$ cat src/hdl/gradient_palette_blend_sampler_defines.svh
// Assertion macros shared by the gradient palette blend sampler RTL.
// Expects clk and rst_n in the scope of every use.
`ifndef GRADIENT_PALETTE_BLEND_SAMPLER_DEFINES_SVH
`define GRADIENT_PALETTE_BLEND_SAMPLER_DEFINES_SVH

// Same-cycle implication, checked outside reset.
`define GPBS_ASSERT_IMPL(label, ante, cons, msg) \
    label: assert property (@(posedge clk) disable iff (!rst_n) (ante) |-> (cons)) \
        else $error(msg);

// Next-cycle implication, checked outside reset.
`define GPBS_ASSERT_NEXT(label, ante, cons, msg) \
    label: assert property (@(posedge clk) disable iff (!rst_n) (ante) |=> (cons)) \
        else $error(msg);

`endif

$ cat src/hdl/gpbs_pkg.sv
// Shared types and constants of the gradient palette blend sampler.
// No dependencies; every module of the block imports it.
package gpbs_pkg;

    localparam int CHAN_W        = 8;
    localparam int POS_W         = 8;
    localparam int NUM_CH        = 3;
    localparam int STOP_W        = 32;
    localparam int NUM_STOP_REGS = 4;
    localparam int CNT_W         = 3;
    localparam int MAX_STOPS_DEF = 4;

    // Configuration port
    localparam int DATA_W = 64;
    localparam int ADDR_W = 6;
    localparam int IDX_W  = 3;
    localparam logic [IDX_W-1:0] REG_A_LO  = 3'd0;
    localparam logic [IDX_W-1:0] REG_A_HI  = 3'd1;
    localparam logic [IDX_W-1:0] REG_B_LO  = 3'd2;
    localparam logic [IDX_W-1:0] REG_B_HI  = 3'd3;
    localparam logic [IDX_W-1:0] REG_A_CNT = 3'd4;
    localparam logic [IDX_W-1:0] REG_B_CNT = 3'd5;

    // Divider: 8-bit quotient, two quotient bits per cycle
    localparam int QUO_W     = CHAN_W;
    localparam int DEN_W     = CHAN_W + 1;
    localparam int NUM_W     = 2 * CHAN_W + 1;
    localparam int PROD_W    = 2 * CHAN_W;
    localparam int DSH_W     = DEN_W + QUO_W - 1;
    localparam int DIV_BITS  = 2;
    localparam int DIV_STEPS = QUO_W / DIV_BITS;
    localparam int STEP_W    = $clog2(DIV_STEPS);

    localparam logic [CHAN_W-1:0] FULL_SCALE = 8'd255;

    typedef logic [NUM_CH-1:0][CHAN_W-1:0] rgb_t;
    typedef logic [NUM_CH-1:0][NUM_W-1:0]  num_arr_t;
    typedef logic [NUM_STOP_REGS-1:0][STOP_W-1:0] stop_arr_t;

    typedef struct packed {
        logic [POS_W-1:0]  position;
        logic [CHAN_W-1:0] mix;
    } req_item_t;

    typedef struct packed {
        logic [CHAN_W-1:0] red;
        logic [CHAN_W-1:0] green;
        logic [CHAN_W-1:0] blue;
    } rsp_item_t;

    typedef enum logic [1:0] {
        PH_A,
        PH_B,
        PH_M
    } phase_t;

    typedef struct packed {
        logic   accept;
        logic   op_load;
        phase_t op_sel;
        logic   div_start;
        logic   cap_a;
        logic   cap_b;
        logic   out_load;
    } dp_cmd_t;

    typedef struct packed {
        logic div_busy;
        logic div_done;
        logic out_free;
    } dp_sts_t;

endpackage

$ cat src/hdl/gpbs_div.sv
// Three-lane restoring divider, two quotient bits per cycle, shared divisor.
// Depends on gpbs_pkg and the assertion macro header.
`include "gradient_palette_blend_sampler_defines.svh"

module gpbs_div (
    input  logic                          clk,
    input  logic                          rst_n,
    input  logic                          start,
    input  gpbs_pkg::num_arr_t            num,
    input  logic [gpbs_pkg::DEN_W-1:0]    den,
    output logic                          busy,
    output logic                          done,
    output gpbs_pkg::rgb_t                quo
);
    import gpbs_pkg::*;

    num_arr_t           rem_reg, rem_next;
    rgb_t               quo_reg, quo_next;
    logic [DSH_W-1:0]   dsh_reg;
    logic [STEP_W-1:0]  step_reg;
    logic               busy_reg;
    logic               done_reg;

    // Quotient fits in QUO_W bits, so start with the divisor at the top bit
    always_comb
    begin
        for (int ch = 0; ch < NUM_CH; ch++)
        begin
            rem_next[ch] = rem_reg[ch];
            quo_next[ch] = quo_reg[ch];
            for (int s = 0; s < DIV_BITS; s++)
            begin
                if (rem_next[ch] >= NUM_W'(dsh_reg >> s))
                begin
                    rem_next[ch] = rem_next[ch] - NUM_W'(dsh_reg >> s);
                    quo_next[ch] = {quo_next[ch][QUO_W-2:0], 1'b1};
                end
                else
                begin
                    quo_next[ch] = {quo_next[ch][QUO_W-2:0], 1'b0};
                end
            end
        end
    end

    always_ff @(posedge clk or negedge rst_n)
    begin
        if (!rst_n)
        begin
            busy_reg <= 1'b0;
            done_reg <= 1'b0;
            step_reg <= '0;
        end
        else if (start)
        begin
            busy_reg <= 1'b1;
            done_reg <= 1'b0;
            step_reg <= '0;
        end
        else if (busy_reg)
        begin
            step_reg <= step_reg + 1'b1;
            if (step_reg == STEP_W'(DIV_STEPS - 1))
            begin
                busy_reg <= 1'b0;
                done_reg <= 1'b1;
            end
        end
    end

    always_ff @(posedge clk)
    begin
        if (start)
        begin
            rem_reg <= num;
            quo_reg <= '0;
            dsh_reg <= DSH_W'(den) << (QUO_W - 1);
        end
        else if (busy_reg)
        begin
            rem_reg <= rem_next;
            quo_reg <= quo_next;
            dsh_reg <= dsh_reg >> DIV_BITS;
        end
    end

    assign busy = busy_reg;
    assign done = done_reg;
    assign quo  = quo_reg;

    `GPBS_ASSERT_NEXT(a_start_runs, start, busy_reg && !done_reg, "divider did not start")
    `GPBS_ASSERT_NEXT(a_last_step_done, busy_reg && !start && step_reg == STEP_W'(DIV_STEPS - 1), done_reg && !busy_reg, "divider missed its last step")
    `GPBS_ASSERT_IMPL(a_done_not_busy, done_reg, !busy_reg, "divider done while busy")

endmodule

$ cat src/hdl/gpbs_dp.sv
// Datapath: input and operand registers, palette stop selection, dividend setup,
// the shared divider and the output register. Depends on gpbs_pkg and gpbs_div.
module gpbs_dp #(
    parameter int MAX_STOPS = gpbs_pkg::MAX_STOPS_DEF
) (
    input  logic                          clk,
    input  logic                          rst_n,
    input  gpbs_pkg::dp_cmd_t             cmd,
    output gpbs_pkg::dp_sts_t             sts,
    input  gpbs_pkg::req_item_t           req_item,
    input  gpbs_pkg::stop_arr_t           stops_a,
    input  gpbs_pkg::stop_arr_t           stops_b,
    input  logic [gpbs_pkg::CNT_W-1:0]    count_a,
    input  logic [gpbs_pkg::CNT_W-1:0]    count_b,
    output logic                          rsp_valid,
    input  logic                          rsp_stall,
    output gpbs_pkg::rsp_item_t           rsp_item
);
    import gpbs_pkg::*;

    // One interpolation: left/right colors weighted by (span - offset) and offset
    typedef struct packed {
        rgb_t              left;
        rgb_t              right;
        logic [POS_W-1:0]  span;
        logic [POS_W-1:0]  offset;
    } op_t;

    function automatic rgb_t stop_rgb(input logic [STOP_W-1:0] w);
        rgb_t c;
        for (int ch = 0; ch < NUM_CH; ch++)
        begin
            c[ch] = w[CHAN_W*(ch+1) +: CHAN_W];
        end
        return c;
    endfunction

    // A plain color goes through the divider as (2c + 1) / 2
    function automatic op_t copy_op(input rgb_t c);
        op_t op;
        op.left   = c;
        op.right  = c;
        op.span   = POS_W'(1);
        op.offset = '0;
        return op;
    endfunction

    function automatic op_t plan_sample(
        input stop_arr_t         st,
        input logic [CNT_W-1:0]  cnt,
        input logic [POS_W-1:0]  u
    );
        logic [CNT_W-1:0]  n;
        logic [STOP_W-1:0] last;
        logic [POS_W-1:0]  pa;
        logic [POS_W-1:0]  pb;
        logic              hit;
        op_t               op;
        n    = (cnt > CNT_W'(MAX_STOPS)) ? CNT_W'(MAX_STOPS) : cnt;
        last = st[0];
        for (int k = 0; k < MAX_STOPS; k++)
        begin
            if (CNT_W'(k + 1) == n)
            begin
                last = st[k];
            end
        end
        // Unsorted stops with no matching interval fall back to the last stop
        op  = copy_op(stop_rgb(last));
        hit = 1'b0;
        for (int i = 0; i < MAX_STOPS - 1; i++)
        begin
            pa = st[i][POS_W-1:0];
            pb = st[i+1][POS_W-1:0];
            if (!hit && CNT_W'(i + 1) < n && u >= pa && u <= pb)
            begin
                hit = 1'b1;
                if (pa == pb)
                begin
                    op = copy_op(stop_rgb(st[i]));
                end
                else
                begin
                    op.left   = stop_rgb(st[i]);
                    op.right  = stop_rgb(st[i+1]);
                    op.span   = pb - pa;
                    op.offset = u - pa;
                end
            end
        end
        if (u >= last[POS_W-1:0])
        begin
            op = copy_op(stop_rgb(last));
        end
        if (n == CNT_W'(1) || u <= st[0][POS_W-1:0])
        begin
            op = copy_op(stop_rgb(st[0]));
        end
        if (n == '0)
        begin
            op = copy_op('0);
        end
        return op;
    endfunction

    req_item_t                       item_reg;
    op_t                             op_reg;
    op_t                             op_next;
    rgb_t                            samp_a_reg;
    rgb_t                            samp_b_reg;
    rsp_item_t                       out_reg;
    logic                            out_valid_reg;
    logic [CHAN_W-1:0]               mix_eff;
    logic [NUM_CH-1:0][PROD_W-1:0]   prod_l;
    logic [NUM_CH-1:0][PROD_W-1:0]   prod_r;
    logic [NUM_CH-1:0][PROD_W-1:0]   psum;
    num_arr_t                        div_num;
    logic [DEN_W-1:0]                div_den;
    logic                            div_busy;
    logic                            div_done;
    rgb_t                            div_quo;

    // Absent palettes force the blend weight to one end
    always_comb
    begin
        priority if (count_b == '0)
        begin
            mix_eff = '0;
        end
        else if (count_a == '0 && item_reg.mix != '0)
        begin
            mix_eff = FULL_SCALE;
        end
        else
        begin
            mix_eff = item_reg.mix;
        end
    end

    always_comb
    begin
        unique case (cmd.op_sel)
            PH_A:
            begin
                op_next = plan_sample(stops_a, count_a, item_reg.position);
            end
            PH_B:
            begin
                op_next = plan_sample(stops_b, count_b, item_reg.position);
            end
            PH_M:
            begin
                op_next.left   = samp_a_reg;
                op_next.right  = samp_b_reg;
                op_next.span   = FULL_SCALE;
                op_next.offset = mix_eff;
            end
            default:
            begin
                op_next = copy_op('0);
            end
        endcase
    end

    // Dividend 2*(l*(span-offset) + r*offset) + span, divisor 2*span: rounds half up
    always_comb
    begin
        for (int ch = 0; ch < NUM_CH; ch++)
        begin
            prod_l[ch]  = PROD_W'(op_reg.left[ch]) * PROD_W'(op_reg.span - op_reg.offset);
            prod_r[ch]  = PROD_W'(op_reg.right[ch]) * PROD_W'(op_reg.offset);
            psum[ch]    = prod_l[ch] + prod_r[ch];
            div_num[ch] = NUM_W'({psum[ch], 1'b0}) + NUM_W'(op_reg.span);
        end
    end

    assign div_den = {op_reg.span, 1'b0};

    gpbs_div u_div (
        .clk   (clk),
        .rst_n (rst_n),
        .start (cmd.div_start),
        .num   (div_num),
        .den   (div_den),
        .busy  (div_busy),
        .done  (div_done),
        .quo   (div_quo)
    );

    always_ff @(posedge clk)
    begin
        if (cmd.accept)
        begin
            item_reg <= req_item;
        end
        if (cmd.op_load)
        begin
            op_reg <= op_next;
        end
        if (cmd.cap_a)
        begin
            samp_a_reg <= div_quo;
        end
        if (cmd.cap_b)
        begin
            samp_b_reg <= div_quo;
        end
        if (cmd.out_load)
        begin
            out_reg.red   <= div_quo[0];
            out_reg.green <= div_quo[1];
            out_reg.blue  <= div_quo[2];
        end
    end

    always_ff @(posedge clk or negedge rst_n)
    begin
        if (!rst_n)
        begin
            out_valid_reg <= 1'b0;
        end
        else if (cmd.out_load)
        begin
            out_valid_reg <= 1'b1;
        end
        else if (!rsp_stall)
        begin
            out_valid_reg <= 1'b0;
        end
    end

    assign sts.div_busy = div_busy;
    assign sts.div_done = div_done;
    assign sts.out_free = !out_valid_reg || !rsp_stall;
    assign rsp_valid    = out_valid_reg;
    assign rsp_item     = out_reg;

endmodule

$ cat src/hdl/gpbs_ctrl.sv
// Sequencer: runs palette A, palette B and the blend through the shared divider.
// Depends on gpbs_pkg and the assertion macro header.
`include "gradient_palette_blend_sampler_defines.svh"

module gpbs_ctrl (
    input  logic                 clk,
    input  logic                 rst_n,
    input  logic                 req_valid,
    output logic                 req_stall,
    output gpbs_pkg::dp_cmd_t    cmd,
    input  gpbs_pkg::dp_sts_t    sts
);
    import gpbs_pkg::*;

    typedef enum logic [1:0] {
        ST_IDLE,
        ST_PLAN,
        ST_START,
        ST_WAIT
    } state_t;

    state_t state_reg;
    phase_t phase_reg;

    always_comb
    begin
        cmd        = '0;
        cmd.op_sel = phase_reg;
        unique case (state_reg)
            ST_IDLE:
            begin
                cmd.accept = req_valid;
            end
            ST_PLAN:
            begin
                cmd.op_load = 1'b1;
            end
            ST_START:
            begin
                cmd.div_start = 1'b1;
            end
            ST_WAIT:
            begin
                if (sts.div_done)
                begin
                    unique case (phase_reg)
                        PH_A:    cmd.cap_a    = 1'b1;
                        PH_B:    cmd.cap_b    = 1'b1;
                        PH_M:    cmd.out_load = sts.out_free;
                        default: cmd.cap_a    = 1'b0;
                    endcase
                end
            end
            default:
            begin
                cmd = '0;
            end
        endcase
    end

    always_ff @(posedge clk or negedge rst_n)
    begin
        if (!rst_n)
        begin
            state_reg <= ST_IDLE;
            phase_reg <= PH_A;
        end
        else
        begin
            unique case (state_reg)
                ST_IDLE:
                begin
                    if (req_valid)
                    begin
                        state_reg <= ST_PLAN;
                        phase_reg <= PH_A;
                    end
                end
                ST_PLAN:
                begin
                    state_reg <= ST_START;
                end
                ST_START:
                begin
                    state_reg <= ST_WAIT;
                end
                ST_WAIT:
                begin
                    if (sts.div_done)
                    begin
                        unique case (phase_reg)
                            PH_A:
                            begin
                                state_reg <= ST_PLAN;
                                phase_reg <= PH_B;
                            end
                            PH_B:
                            begin
                                state_reg <= ST_PLAN;
                                phase_reg <= PH_M;
                            end
                            PH_M:
                            begin
                                // Hold the result in the divider until the output frees
                                if (sts.out_free)
                                begin
                                    state_reg <= ST_IDLE;
                                    phase_reg <= PH_A;
                                end
                            end
                            default:
                            begin
                                state_reg <= ST_IDLE;
                                phase_reg <= PH_A;
                            end
                        endcase
                    end
                end
                default:
                begin
                    state_reg <= ST_IDLE;
                end
            endcase
        end
    end

    assign req_stall = (state_reg != ST_IDLE);

    `GPBS_ASSERT_IMPL(a_start_when_free, cmd.div_start, !sts.div_busy, "divider restarted while busy")
    `GPBS_ASSERT_IMPL(a_load_when_free, cmd.out_load, sts.out_free, "output overwritten while stalled")
    `GPBS_ASSERT_NEXT(a_accept_starts_a, cmd.accept, state_reg == ST_PLAN && phase_reg == PH_A, "accepted transaction did not start palette A")

endmodule

$ cat src/hdl/gradient_palette_blend_sampler.sv
// Top level of the gradient palette blend sampler: configuration registers,
// APB-style port, sequencer and datapath. Depends on gpbs_pkg, gpbs_ctrl, gpbs_dp.
//
// Each request transaction carries a position and a mix weight (255 = 1.0) and
// yields one RGB response transaction. Palettes A and B each hold up to MAX_STOPS
// stops set through the register port (64-bit data, register i at byte 8*i: stop
// words for A, stop words for B, then the A and B stop counts; writes above index
// 5 are dropped). A palette with no stops is black, with one stop gives that stop,
// otherwise clamps to its end stops or interpolates in the first interval that
// holds the position; equal stop positions give the left stop, unsorted stops
// the last. An absent B gives A; otherwise mix 0 gives A, and mix 255 or an
// absent A with a nonzero mix gives B; both absent give black. All rounding is
// half up. A transaction makes three passes (sample A, sample B, blend) through
// the shared three-lane divider, which retires two quotient bits per cycle.
// The request side stalls while an item is in flight; a finished response may
// wait in the output register while the next request is already being worked on.
// Write configuration only when no transaction is in flight.
module gradient_palette_blend_sampler #(
    parameter int MAX_STOPS = gpbs_pkg::MAX_STOPS_DEF
) (
    input  logic                           clk,
    input  logic                           rst_n,
    // Request channel
    input  logic                           req_valid,
    output logic                           req_stall,
    input  gpbs_pkg::req_item_t            req_item,
    // Response channel
    output logic                           rsp_valid,
    input  logic                           rsp_stall,
    output gpbs_pkg::rsp_item_t            rsp_item,
    // Register port
    input  logic                           psel,
    input  logic                           penable,
    input  logic                           pwrite,
    input  logic [gpbs_pkg::ADDR_W-1:0]    paddr,
    input  logic [gpbs_pkg::DATA_W-1:0]    pwdata,
    output logic [gpbs_pkg::DATA_W-1:0]    prdata,
    output logic                           pready
);
    import gpbs_pkg::*;

    logic [DATA_W-1:0] a_lo_reg;
    logic [DATA_W-1:0] a_hi_reg;
    logic [DATA_W-1:0] b_lo_reg;
    logic [DATA_W-1:0] b_hi_reg;
    logic [CNT_W-1:0]  a_cnt_reg;
    logic [CNT_W-1:0]  b_cnt_reg;
    logic              reg_wr;
    logic [IDX_W-1:0]  reg_idx;
    dp_cmd_t           cmd;
    dp_sts_t           sts;

    // Registers are 64 bits wide at 8-byte spacing; drop the byte offset
    assign reg_idx = paddr[ADDR_W-1:ADDR_W-IDX_W];
    assign reg_wr  = psel && penable && pwrite;
    assign pready  = 1'b1;

    always_ff @(posedge clk or negedge rst_n)
    begin
        if (!rst_n)
        begin
            a_lo_reg  <= '0;
            a_hi_reg  <= '0;
            b_lo_reg  <= '0;
            b_hi_reg  <= '0;
            a_cnt_reg <= '0;
            b_cnt_reg <= '0;
        end
        else if (reg_wr)
        begin
            unique case (reg_idx)
                REG_A_LO:  a_lo_reg  <= pwdata;
                REG_A_HI:  a_hi_reg  <= pwdata;
                REG_B_LO:  b_lo_reg  <= pwdata;
                REG_B_HI:  b_hi_reg  <= pwdata;
                REG_A_CNT: a_cnt_reg <= pwdata[CNT_W-1:0];
                REG_B_CNT: b_cnt_reg <= pwdata[CNT_W-1:0];
                default:   a_cnt_reg <= a_cnt_reg;
            endcase
        end
    end

    // Read back; unmapped addresses read zero
    always_comb
    begin
        unique case (reg_idx)
            REG_A_LO:  prdata = a_lo_reg;
            REG_A_HI:  prdata = a_hi_reg;
            REG_B_LO:  prdata = b_lo_reg;
            REG_B_HI:  prdata = b_hi_reg;
            REG_A_CNT: prdata = DATA_W'(a_cnt_reg);
            REG_B_CNT: prdata = DATA_W'(b_cnt_reg);
            default:   prdata = '0;
        endcase
    end

    gpbs_ctrl u_ctrl (
        .clk       (clk),
        .rst_n     (rst_n),
        .req_valid (req_valid),
        .req_stall (req_stall),
        .cmd       (cmd),
        .sts       (sts)
    );

    // Stop word k sits at bits 32k+31:32k of {high, low}
    gpbs_dp #(
        .MAX_STOPS (MAX_STOPS)
    ) u_dp (
        .clk       (clk),
        .rst_n     (rst_n),
        .cmd       (cmd),
        .sts       (sts),
        .req_item  (req_item),
        .stops_a   (stop_arr_t'({a_hi_reg, a_lo_reg})),
        .stops_b   (stop_arr_t'({b_hi_reg, b_lo_reg})),
        .count_a   (a_cnt_reg),
        .count_b   (b_cnt_reg),
        .rsp_valid (rsp_valid),
        .rsp_stall (rsp_stall),
        .rsp_item  (rsp_item)
    );

endmodule
$ cat config.mk
export PLATFORM = sky130hd
export DESIGN_NAME = gradient_palette_blend_sampler
export DESIGN_NICKNAME = d
export VERILOG_FILES = /design/src/hdl/gpbs_pkg.sv /design/src/hdl/gpbs_div.sv /design/src/hdl/gpbs_dp.sv /design/src/hdl/gpbs_ctrl.sv /design/src/hdl/gradient_palette_blend_sampler.sv
export VERILOG_INCLUDE_DIRS = /design/src /design/src/hdl
export SDC_FILE = /design/constraint.sdc
export NUM_CORES = 2
export LEC_CHECK = 0
export ABC_AREA = 1
export BUFFER_PORTS_ARGS = -buffer_cell sky130_fd_sc_hd__buf_2
export CAP_MARGIN = 20
export CORE_MARGIN = 3
export CORE_UTILIZATION = 65
export CTS_CLUSTER_SIZE = 24
export DETAILED_ROUTE_END_ITERATION = 16
export PLACE_DENSITY = 0.83
export SLEW_MARGIN = 10
export SYNTH_ARGS = -nofsm -noshare
export SYNTH_HDL_FRONTEND = slang
export SYNTH_HIERARCHICAL = 1
export SYNTH_SLANG_ARGS = --single-unit
$ cat constraint.sdc
create_clock -name clk -period 10.1 [get_ports clk]
set_clock_uncertainty 0.15 [all_clocks]
set_input_delay 2.02 -clock clk [delete_from_list [all_inputs] [get_ports clk]]
set_output_delay 2.02 -clock clk [all_outputs]
set_load 0.05 [all_outputs]
==> impl_results.md <==
* Via density at 5.952
* Yosys warning count at 6
* Crit path capture type: flop
* Crit path max fanout at 13
* Port Buffers at 179
* Final hold violations at 0
* RSZ-0062 raised after global routing: false
* Status: finished, final reports clean
* RePlAce Congestion at 1.018
* Hold/Removal Path Class: flop to flop
* Vias in the first global route at 55738
* Clock sink total at 514
* Max-cap violation count at 0
* WP data arrival at 8.88 ns
* Fmax at 116.3 MHz
* CTS H-tree lvls at 2
* Layout cell share with drive strength beyond 1 at 0.05767
* Fin crit share at 0.8513
* Number of buffers created by CTS at 59
* CP peak stage delay at 0.65 ns
* Tmin final at 8.598 ns
* Die W at 308.3 um
* CTS resizes at 0
* Commonest non-fill, non-tap cell in the layout: nand2_1
* Starting Density at 0.6580
* Post-CTS setup buffers at 0
* Final WL at 192900 um
* Area grow syn2layout at 5.467%
* Crit path required time at 10.38 ns
* Setup violations, final at 0
* Clock root cell: clkbuf_16
* Hold_ws at 0.3413 ns
* Core area at 90290 um^2
* Clock Latency Late Sink at 0.71 ns
* Die span in y at 308.3 um
* Vias at 58726
* Ports at 184
* First-pass GRT wire length at 299300 um
* Most frequent cell on the critical path: nand2_1
* CTS tree: built
* DR pass1 iterations at 9
* DIE AREA at 95060 um^2
* Initial DRC Count at 7079
* Longest Clk Path Bufs at 3
* Clock slew at reported path FFs at 0.06 ns
* Count of pins over their slew limit at 0
* Syn_nets at 9594
* CTS Hold Buffers Added at 0
* Final antenna-violating net count at 0
* Rows at 110
* Setup TNS at 0 ns
* Grt ovf at 0
* Largest net degree at the start of global routing at 115
* DRC Markers at 0
* Post-detail-place hpwl at 143200 um
* Most frequent cells in the layout: nand2_1 (2703), inv_1 (1508), nand3_1 (608), o21ai_0 (585), ha_1 (429)
* Register-to-register setup slack at 1.50 ns
* Worst hold path stage count at 0
* GRT Util Overall at 0.4009
* Post-Syn Area at 59410 um^2
* Critical Setup Path Class: flop to flop
* Final nets at 9517
* Slew HR at 0.1897
* Crit path launch type: flop
* Slowest-stage cell, CP: edfxtp_1
* Initial antenna violation count at 4
* FF-to-FF path depth at 38
* WL per Instance at 19.55 um
* Slew of the pin with the lowest slew margin at 1.214 ns
* Gate count of the mapped netlist at 8714
* Avg Cell Area, Syn at 6.818 um^2
[per-stage QoR]
| step | cell area [um^2] | utilization | std cells | setup WS (ns) |
|---|---|---|---|---|
| 6_report | 62660 | 0.6940 | 9866 | 1.502 |
| 5_1_grt | 62650 | 0.6939 | 9864 | 0.8645 |
| 4_1_cts | 62630 | 0.6936 | 9863 | 1.546 |
| 3_5_place_dp | 60500 | 0.6701 | 9751 | 1.554 |
| 3_3_place_gp | 60490 | 0.6700 | 9750 | 1.730 |
| 2_1_floorplan | 59410 | - | 8714 | 2.247 |
[worst max-delay path, delay by kind of cell (launching register included)]
kind | cells | cell delay, ns
flops | 1 | 0.65
compound gates | 2 | 0.60
buf+inv | 8 | 0.83
fa+ha+maj | 9 | 3.94
xor+xnor | 1 | 0.13
simple gates | 18 | 2.03
[path summary, 6_finish.rpt]
path	startpoint	to
worst max-delay path	u_dp/div_den[3]	u_dp/u_div/rem_reg[16]
worst min-delay path	u_dp/u_div/quo[11]	u_dp/samp_a_reg[11]
worst max register to register	u_dp/div_den[3]	u_dp/u_div/rem_reg[16]
worst min register to register	u_dp/u_div/quo[11]	u_dp/samp_a_reg[11]
max in group asynchronous	rst_n	b_cnt_reg[2]
min in group asynchronous	rst_n	a_hi_reg[22]
[layer usage]
metal | up-vias | GRT usage | part of all wire
li1 | 27314 | - | -
met1 | 26951 | 0.5038 | 0.37
met2 | 3601 | 0.6394 | 0.44
met3 | 854 | 0.08508 | 0.12
met4 | 6 | 0.2378 | 0.069
met5 | - | 0 | 0.00020
[cell type report]
cell class | count | area (um^2)
antenna | 2 | 5.005
clock buffer | 79 | 1663
clock inverter | 33 | 457.9
fill | 7715 | 27630
inverter | 1531 | 5748
multi-input combinational | 6279 | 38060
sequential | 514 | 13770
tap | 1176 | 1471
timing repair buffer | 252 | 1481
Power is not shown: default switching activity piles up to over one toggle a cycle in this logic, so the estimate is an artifact.
